$ cat config.mk
export PLATFORM = sky130hd
export DESIGN_NAME = endstop_motor_move_sequencer_unit
export DESIGN_NICKNAME = d
export VERILOG_FILES = /design/src/hdl/emms_pkg.sv /design/src/hdl/emms_step.sv /design/src/hdl/endstop_motor_move_sequencer_unit.sv
export SDC_FILE = /design/constraint.sdc
export NUM_CORES = 1
export LEC_CHECK = 0
export BUFFER_PORTS_ARGS = -buffer_cell sky130_fd_sc_hd__buf_4
export CORE_MARGIN = 4
export CORE_UTILIZATION = 45
export DETAILED_ROUTE_END_ITERATION = 12
export HOLD_SLACK_MARGIN = 0.06
export MAX_ROUTING_LAYER = met4
export PLACE_DENSITY = 0.67
export SLEW_MARGIN = 40
export SYNTH_ARGS = -nofsm -noshare
export SYNTH_HDL_FRONTEND = slang
export SYNTH_SLANG_ARGS = --single-unit
$ cat constraint.sdc
create_clock -name clk -period 9.4 [get_ports clk]
set_clock_uncertainty 0.1 [all_clocks]
set_input_delay 1.41 -clock clk [delete_from_list [all_inputs] [get_ports clk]]
set_output_delay 1.41 -clock clk [all_outputs]
set_load 0.02 [all_outputs]
$ cat src/hdl/emms_pkg.sv
`timescale 1ns / 1ps

package emms_pkg;

	localparam int ELAPSED_WIDTH = 17;
	localparam int CMP_WIDTH = (ELAPSED_WIDTH > 16) ? ELAPSED_WIDTH : 16;
	localparam logic [ELAPSED_WIDTH-1:0] ELAPSED_MAX = '1;

	localparam int ADDR_WIDTH = 4;
	localparam int DATA_WIDTH = 32;

	// register indexes, taken from paddr[3:2]
	localparam logic [1:0] REG_TIMEOUT   = 2'd0;
	localparam logic [1:0] REG_FAST_DUTY = 2'd1;
	localparam logic [1:0] REG_SLOW_DUTY = 2'd2;

	localparam logic [15:0] TIMEOUT_RESET   = 16'd35000;
	localparam logic [7:0]  FAST_DUTY_RESET = 8'd230;
	localparam logic [7:0]  SLOW_DUTY_RESET = 8'd140;

	localparam logic       OP_TICK = 1'b0;
	localparam logic       OP_MOVE = 1'b1;
	localparam logic [1:0] DIR_UP      = 2'd0;
	localparam logic [1:0] DIR_DESCEND = 2'd1;

	localparam logic [1:0] MOTION_IDLE = 2'd0;
	localparam logic [1:0] MOTION_DOWN = 2'd1;
	localparam logic [1:0] MOTION_UP   = 2'd2;

	localparam logic [1:0] CODE_ACK_BOTTOM = 2'd0;
	localparam logic [1:0] CODE_ACK_TOP    = 2'd1;
	localparam logic [1:0] CODE_SHIELD     = 2'd2;
	localparam logic [1:0] CODE_TIMEOUT    = 2'd3;

	typedef enum logic [2:0] {
		ST_IDLE = 3'b001,
		ST_DOWN = 3'b010,
		ST_UP   = 3'b100
	} move_state_t;

	typedef struct packed {
		logic       operation;
		logic [1:0] direction;
		logic       reply_wanted;
		logic       bottom_a;
		logic       bottom_b;
		logic       top_a;
		logic       top_b;
		logic       shield_closed;
	} item_t;

	typedef struct packed {
		logic [15:0] timeout_ticks;
		logic [7:0]  fast_duty;
		logic [7:0]  slow_duty;
	} cfg_t;

	typedef struct packed {
		move_state_t              mstate;
		logic                     reply_flag;
		logic [7:0]               duty;
		logic                     bridge_one;
		logic                     bridge_two;
		logic [ELAPSED_WIDTH-1:0] elapsed;
	} seq_state_t;

	typedef struct packed {
		logic [7:0] motor_duty;
		logic       drive_in1;
		logic       drive_in2;
		logic [1:0] motion;
		logic       reply_valid;
		logic [1:0] reply_code;
	} result_t;

endpackage

$ cat src/hdl/emms_step.sv
`timescale 1ns / 1ps

module emms_step (
	input  emms_pkg::seq_state_t cur,
	input  emms_pkg::item_t      item,
	input  emms_pkg::cfg_t       cfg,
	output emms_pkg::seq_state_t nxt,
	output emms_pkg::result_t    res
);
	import emms_pkg::*;

	logic                     rv;
	logic [1:0]               code;
	logic [ELAPSED_WIDTH-1:0] elapsed_inc;
	logic                     bottom_both;
	logic                     top_both;
	logic                     one_hit;
	logic                     both_hit;

	assign elapsed_inc = (cur.elapsed != ELAPSED_MAX) ?
		cur.elapsed + ELAPSED_WIDTH'(1) : cur.elapsed;
	assign bottom_both = item.bottom_a && item.bottom_b;
	assign top_both    = item.top_a && item.top_b;
	assign one_hit  = (cur.mstate == ST_DOWN) ? (item.bottom_a || item.bottom_b) :
		(item.top_a || item.top_b);
	assign both_hit = (cur.mstate == ST_DOWN) ? bottom_both : top_both;

	always_comb begin
		nxt  = cur;
		rv   = 1'b0;
		code = CODE_ACK_BOTTOM;
		if (item.operation == OP_MOVE) begin
			if (cur.mstate == ST_IDLE) begin
				nxt.reply_flag = item.reply_wanted;
				if (item.direction == DIR_DESCEND) begin
					if (bottom_both) begin
						rv   = item.reply_wanted;
						code = CODE_ACK_BOTTOM;
					end else begin
						nxt.bridge_one = 1'b0;
						nxt.bridge_two = 1'b1;
						nxt.duty       = cfg.fast_duty;
						nxt.mstate     = ST_DOWN;
						nxt.elapsed    = '0;
					end
				end else if (item.direction == DIR_UP) begin
					if (!item.shield_closed) begin
						rv   = item.reply_wanted;
						code = CODE_SHIELD;
					end else if (top_both) begin
						rv   = item.reply_wanted;
						code = CODE_ACK_TOP;
					end else begin
						nxt.bridge_one = 1'b1;
						nxt.bridge_two = 1'b0;
						nxt.duty       = cfg.fast_duty;
						nxt.mstate     = ST_UP;
						nxt.elapsed    = '0;
					end
				end
			end
		end else begin
			nxt.elapsed = elapsed_inc;
			if (cur.mstate != ST_IDLE) begin
				if (one_hit) begin
					nxt.duty = cfg.slow_duty;
				end
				if (both_hit) begin
					nxt.duty   = '0;
					nxt.mstate = ST_IDLE;
					rv         = cur.reply_flag;
					code       = (cur.mstate == ST_DOWN) ? CODE_ACK_BOTTOM : CODE_ACK_TOP;
				end else if (CMP_WIDTH'(elapsed_inc) > CMP_WIDTH'(cfg.timeout_ticks)) begin
					nxt.duty   = '0;
					nxt.mstate = ST_IDLE;
					rv         = cur.reply_flag;
					code       = CODE_TIMEOUT;
				end
			end
		end
	end

	always_comb begin
		res.motor_duty  = nxt.duty;
		res.drive_in1   = nxt.bridge_one;
		res.drive_in2   = nxt.bridge_two;
		unique case (nxt.mstate)
			ST_DOWN: res.motion = MOTION_DOWN;
			ST_UP:   res.motion = MOTION_UP;
			default: res.motion = MOTION_IDLE;
		endcase
		res.reply_valid = rv;
		res.reply_code  = rv ? code : CODE_ACK_BOTTOM;
	end

endmodule

$ cat src/hdl/endstop_motor_move_sequencer_unit.sv
`timescale 1ns / 1ps

// Plate move sequencer: drives a motor bridge between bottom and top end sensors.
// Input channel (in_valid / in_stall) carries one request per item: either a
// one millisecond tick (operation 0) or a move command (operation 1) together
// with the current sensor and shield levels.
// Output channel (out_valid / out_stall) returns exactly one result per request:
// motor duty, bridge inputs, motion state and an optional reply with its code.
// Path: an accepted request is held in the input register; the step logic then
// computes the state update, which lands in the result register with the result.
// Throughput: one request per cycle unless out_stall holds it; input and result
// registers keep both sides moving, set by the single step-logic state update.
// Receiver stall: the result register holds; the input register fills and then
// in_stall rises until the result is taken. No request is lost or repeated.
// Reset (arst_n low): state to motion idle, duty 0, bridge inputs low, elapsed count 0,
// reply flag 0, registers back to timeout 35000, fast duty 230, slow duty 140.
// Configuration: APB-style port, timeout at 0x0, fast duty at 0x4, slow duty at
// 0x8; write only while no request is in flight.
module endstop_motor_move_sequencer_unit (
	input  logic                               clk,
	input  logic                               arst_n,
	// request channel
	input  logic                               in_valid,
	output logic                               in_stall,
	input  logic                               operation,
	input  logic [1:0]                         direction,
	input  logic                               reply_wanted,
	input  logic                               bottom_a,
	input  logic                               bottom_b,
	input  logic                               top_a,
	input  logic                               top_b,
	input  logic                               shield_closed,
	// result channel
	output logic                               out_valid,
	input  logic                               out_stall,
	output logic [7:0]                         motor_duty,
	output logic                               drive_in1,
	output logic                               drive_in2,
	output logic [1:0]                         motion,
	output logic                               reply_valid,
	output logic [1:0]                         reply_code,
	// configuration port
	input  logic                               psel,
	input  logic                               penable,
	input  logic                               pwrite,
	input  logic [emms_pkg::ADDR_WIDTH-1:0]    paddr,
	input  logic [emms_pkg::DATA_WIDTH-1:0]    pwdata,
	output logic [emms_pkg::DATA_WIDTH-1:0]    prdata,
	output logic                               pready
);
	import emms_pkg::*;

	cfg_t       cfg_q;
	seq_state_t state_q;
	seq_state_t state_nxt;
	item_t      item_in;
	item_t      item_s1;
	logic       valid_s1;
	result_t    res_nxt;
	result_t    res_q;
	logic       out_valid_q;
	logic       res_free;
	logic       advance;
	logic       cfg_wr;

	// ---------------------------------------------------------------------
	// Configuration registers
	// ---------------------------------------------------------------------
	assign pready = 1'b1;
	assign cfg_wr = psel && penable && pwrite && pready;

	always_ff @(posedge clk or negedge arst_n) begin
		if (!arst_n) begin
			cfg_q.timeout_ticks <= TIMEOUT_RESET;
			cfg_q.fast_duty     <= FAST_DUTY_RESET;
			cfg_q.slow_duty     <= SLOW_DUTY_RESET;
		end else if (cfg_wr) begin
			unique case (paddr[3:2])
				REG_TIMEOUT:   cfg_q.timeout_ticks <= pwdata[15:0];
				REG_FAST_DUTY: cfg_q.fast_duty     <= pwdata[7:0];
				REG_SLOW_DUTY: cfg_q.slow_duty     <= pwdata[7:0];
				default: ;
			endcase
		end
	end

	always_comb begin
		unique case (paddr[3:2])
			REG_TIMEOUT:   prdata = {16'd0, cfg_q.timeout_ticks};
			REG_FAST_DUTY: prdata = {24'd0, cfg_q.fast_duty};
			REG_SLOW_DUTY: prdata = {24'd0, cfg_q.slow_duty};
			default:       prdata = '0;
		endcase
	end

	// ---------------------------------------------------------------------
	// Handshake: the result register frees when empty or when taken this
	// cycle; the input stage advances into it then, and refills at once.
	// ---------------------------------------------------------------------
	assign res_free = !out_valid_q || !out_stall;
	assign advance  = valid_s1 && res_free;
	assign in_stall = valid_s1 && !res_free;

	assign item_in.operation     = operation;
	assign item_in.direction     = direction;
	assign item_in.reply_wanted  = reply_wanted;
	assign item_in.bottom_a      = bottom_a;
	assign item_in.bottom_b      = bottom_b;
	assign item_in.top_a         = top_a;
	assign item_in.top_b         = top_b;
	assign item_in.shield_closed = shield_closed;

	// Input register: load on accept, drop once handed on.
	always_ff @(posedge clk or negedge arst_n) begin
		if (!arst_n) begin
			valid_s1 <= 1'b0;
		end else if (!in_stall) begin
			valid_s1 <= in_valid;
		end
	end

	always_ff @(posedge clk) begin
		if (in_valid && !in_stall) begin
			item_s1 <= item_in;
		end
	end

	// ---------------------------------------------------------------------
	// Sequencer state update and result computation
	// ---------------------------------------------------------------------
	emms_step u_step (
		.cur  (state_q),
		.item (item_s1),
		.cfg  (cfg_q),
		.nxt  (state_nxt),
		.res  (res_nxt)
	);

	// Commit the state only when the request moves into the result register.
	always_ff @(posedge clk or negedge arst_n) begin
		if (!arst_n) begin
			state_q.mstate     <= ST_IDLE;
			state_q.reply_flag <= 1'b0;
			state_q.duty       <= '0;
			state_q.bridge_one <= 1'b0;
			state_q.bridge_two <= 1'b0;
			state_q.elapsed    <= '0;
		end else if (advance) begin
			state_q <= state_nxt;
		end
	end

	// Result register: hold while the receiver stalls.
	always_ff @(posedge clk or negedge arst_n) begin
		if (!arst_n) begin
			out_valid_q <= 1'b0;
		end else if (res_free) begin
			out_valid_q <= valid_s1;
		end
	end

	always_ff @(posedge clk) begin
		if (advance) begin
			res_q <= res_nxt;
		end
	end

	assign out_valid   = out_valid_q;
	assign motor_duty  = res_q.motor_duty;
	assign drive_in1   = res_q.drive_in1;
	assign drive_in2   = res_q.drive_in2;
	assign motion      = res_q.motion;
	assign reply_valid = res_q.reply_valid;
	assign reply_code  = res_q.reply_code;

`ifndef NO_ASSERTIONS
	// An idle plate never has the motor powered.
	a_idle_no_duty: assert property (@(posedge clk) disable iff (!arst_n)
		(out_valid && motion == MOTION_IDLE) |-> (motor_duty == 8'd0))
		else $error("motor duty nonzero while idle");

	// Moving up drives bridge input one only; moving down drives input two only.
	a_bridge_dir: assert property (@(posedge clk) disable iff (!arst_n)
		(out_valid && (motion == MOTION_UP || motion == MOTION_DOWN)) |->
		((drive_in1 == (motion == MOTION_UP)) && (drive_in2 == (motion == MOTION_DOWN))))
		else $error("bridge inputs disagree with motion direction");

	// A stalled request in the input register stays there.
	a_s1_hold: assert property (@(posedge clk) disable iff (!arst_n)
		in_stall |=> valid_s1)
		else $error("input register lost a stalled request");

	// The state only changes when a request is handed to the result register.
	a_state_commit: assert property (@(posedge clk) disable iff (!arst_n)
		!advance |=> $stable(state_q))
		else $error("sequencer state changed without a request");
`endif

endmodule
==> flow_metrics.tcl <==
set metrics [dict create \
    status "finished clean" \
    drtIter0Drc 220 \
    synth_area_leaders "dfrtp_1, edfxtp_1, dfstp_2, ha_1, mux2_2" \
    clkTransAtPathRegs_ps 60 \
    fin_nets 611 \
    async_flop_share_pct 73.0 \
    synth_ff_type "dfrtp_1" \
    viasPerCell 5.58 \
    synth.largest_area_cell "dfrtp_1" \
    post-route-min-period_ps 4150 \
    htreeDepth 3 \
    cts_tree "built" \
    die_y_um 114 \
    grt_pass1_vias 3748 \
    setup_viol 0 \
    ys_types 65 \
    synth-seq-cells 89 \
    critPathCaptureType "output pin" \
    globalplace.congestion 0.836 \
    clk_latency_ps 340 \
    grt_remaining_overflow 0 \
    die_area_mm2 0.0131 \
    critPathMaxFanout 20 \
    wirelength_mm 11.6 \
    ios 102 \
    worstMarginPinSlew_ps 761 \
    fmax_ghz 0.241 \
    antennaDiodeCount 0 \
    syn_to_final_growth_pct 15.9 \
    drc 0 \
    postSynthCellCount 488 \
    rows 38 \
    fillers 984 \
    required_ps 7890 \
    slew_violations 0 \
    cts_hold_buf 0 \
    hold_viol 0 \
    cts_buffers 9 \
    synth-seq-area-share_pct 46.5 \
    ctsResizeCount 0 \
    syn_avg_cell_area_um2 10.4 \
    multi_input_area_mm2 0.00246 \
    port_buffers 66 \
    yosysTopAreaCellShare_pct 24.6 \
    avgRoutedWirePerCell_um 16.9 \
    ant_nets 0 \
    synth_edf_count 24 \
    tns_ps 0 \
    cts_root_buf "clkbuf_16" \
    synth_warnings 0 \
    holdCritPathClass "register to register" \
    vdd_drop_max_mv 0.0893 \
    post-route-period-util_pct 44.1 \
    rsz0062_at_grt "false" \
    drt-pass1-iter-count 5 \
    cts_buffer_depth 2 \
    initial_core_util_pct 46.5 \
    antenna_found_initial 0 \
    grt_max_degree 36 \
    slew_headroom_pct 49.0 \
    post_cts_buffers 0 \
    syn-cell-area_mm2 0.00508 \
    crit_type "primary input to output pin" \
    maxCapViolations 0 \
    final_layout_size_suffix_gt1_share_pct 27.1 \
    hpwl_mm 8.55 \
    ff_latch_area_mm2 0.00237 \
    cp-start-kind "primary input" \
    cts_sinks 89 \
    power_density_mw_per_mm2 218 \
    vias 3834 \
    whs_ps 401 \
    grt_pass1_wl_mm 19.1 \
    grt_usage_pct 18.8 \
    die_w_um 114 \
    core_mm2 0.0109 \
    arrival_ps 2640 \
    leakage_nw 2.57 \
]
## stage by stage
stage	cells	util, %	total power [mW]	area (µm²)	setup WS [ps]
finish	687	53.9	1.29	5890	5250
global placement	670	51.2	0.942	5590	5230
floorplan	503	-	0.839	5140	5160
CTS	687	53.9	1.29	5890	5250
detailed placement	671	51.4	0.957	5620	5230
global route	687	53.9	1.36	5890	4940
## path summary, 6_finish.rpt
path	startpoint	endpoint	slack (ps)	cells past startpoint
max	paddr[3]	prdata[6]	5250	5
min	state_q[13]	state_q[13]	400	1
max reg2reg	state_q[4]	state_q[20]	5290	12
min reg2reg	state_q[13]	state_q[13]	400	1
max in group asynchronous	arst_n	cfg_q[23]	7700	2
min in group asynchronous	arst_n	state_q[22]	900	1
## cell type report
class / count / area share (%)
well taps: 140 / 2.97
clock buffers: 10 / 3.89
inverters: 22 / 1.40
flip-flops and latches: 89 / 40.2
clock inverters: 6 / 0.744
repair buffers: 69 / 9.01
multi-input cells: 351 / 41.8
## synthesized netlist by cell type (2+ instances only)
library cell	n
dfrtp_1	50
nand2_1	41
o21ai_0	39
nor2_1	33
edfxtp_1	24
inv_1	22
buf_4	18
mux2_2	18
ha_1	17
mux2i_1	17
a31oi_1	16
dfstp_2	15
clkbuf_1	14
nand3_1	14
nor3_1	12
a21oi_1	11
xnor2_1	11
o21ai_2	9
a221o_1	8
o21a_1	8
and3_1	6
buf_2	6
nand4_1	5
o31ai_1	5
a211oi_1	4
a22o_1	4
nand2b_1	4
nor3b_2	4
nor3_2	3
o22a_1	3
a2111oi_4	2
a21boi_0	2
a21o_1	2
a21oi_2	2
and2_1	2
and4_1	2
buf_1	2
conb_1	2
nor2b_1	2
o21ai_1	2
or3_1	2
xor2_1	2
## worst max-delay path: stages
cell and delay, ps:
buf_4 210, nor2b_1 550, nand2_1 100, o21ai_0 150, buf_4 210
## sequential cells by signal (all words and copies together), names as in the netlist, 2 cells and up
name	count
cfg_q	32
state_q	31
item_s1	9
motor_duty	8
motion	2
reply_code	2
## layer usage
metal / global-route usage [%] / up-vias / wire length, µm
met5: - / - / 0
li1: - / 1862 / -
met4: 4.59 / 0 / 126
met2: 31.1 / 84 / 5860
met3: 3.49 / 11 / 537
met1: 24.2 / 1877 / 5090
## kinds of logic (layout without fill, tap and decap cells)
logic type               Yosys count  in the layout  synth area share [%]
flip-flops                        89             89                  46.5
AND/OR/NAND/NOR                  139            139                  14.6
buffers and inverters             63            107                  6.28
adder cells (fa/ha/maj)           17             17                  4.18
multiplexers                      36             36                  7.63
XOR/XNOR                          13             13                  2.24
AO/OA/AOI/OAI                    129            129                  18.4
other                              2             17                 0.148
## power by group
part	leakage [nW]	switching [mW]	internal [mW]	total (mW)
clock network	0.123	0.154	0.180	0.334
logic	1.42	0.220	0.168	0.388
registers	1.03	0.0630	0.501	0.564
total	2.57	0.437	0.849	1.29
## cells in the final DEF (no fill, tap or decap), drive strengths merged, types with 5 or more instances in the layout
| master | count |
|---|---|
| a211oi | 5 |
| a21oi | 13 |
| a221o | 8 |
| a31oi | 16 |
| and3 | 6 |
| buf | 69 |
| clkbuf | 10 |
| conb | 17 |
| dfrtp | 50 |
| dfstp | 15 |
| edfxtp | 24 |
| ha | 17 |
| inv | 23 |
| mux2 | 19 |
| mux2i | 17 |
| nand2 | 42 |
| nand3 | 14 |
| nand4 | 7 |
| nor2 | 33 |
| nor3 | 15 |
| o21a | 8 |
| o21ai | 50 |
| o31ai | 5 |
| xnor2 | 11 |
Note: power is estimated with default switching activity, not from simulation.
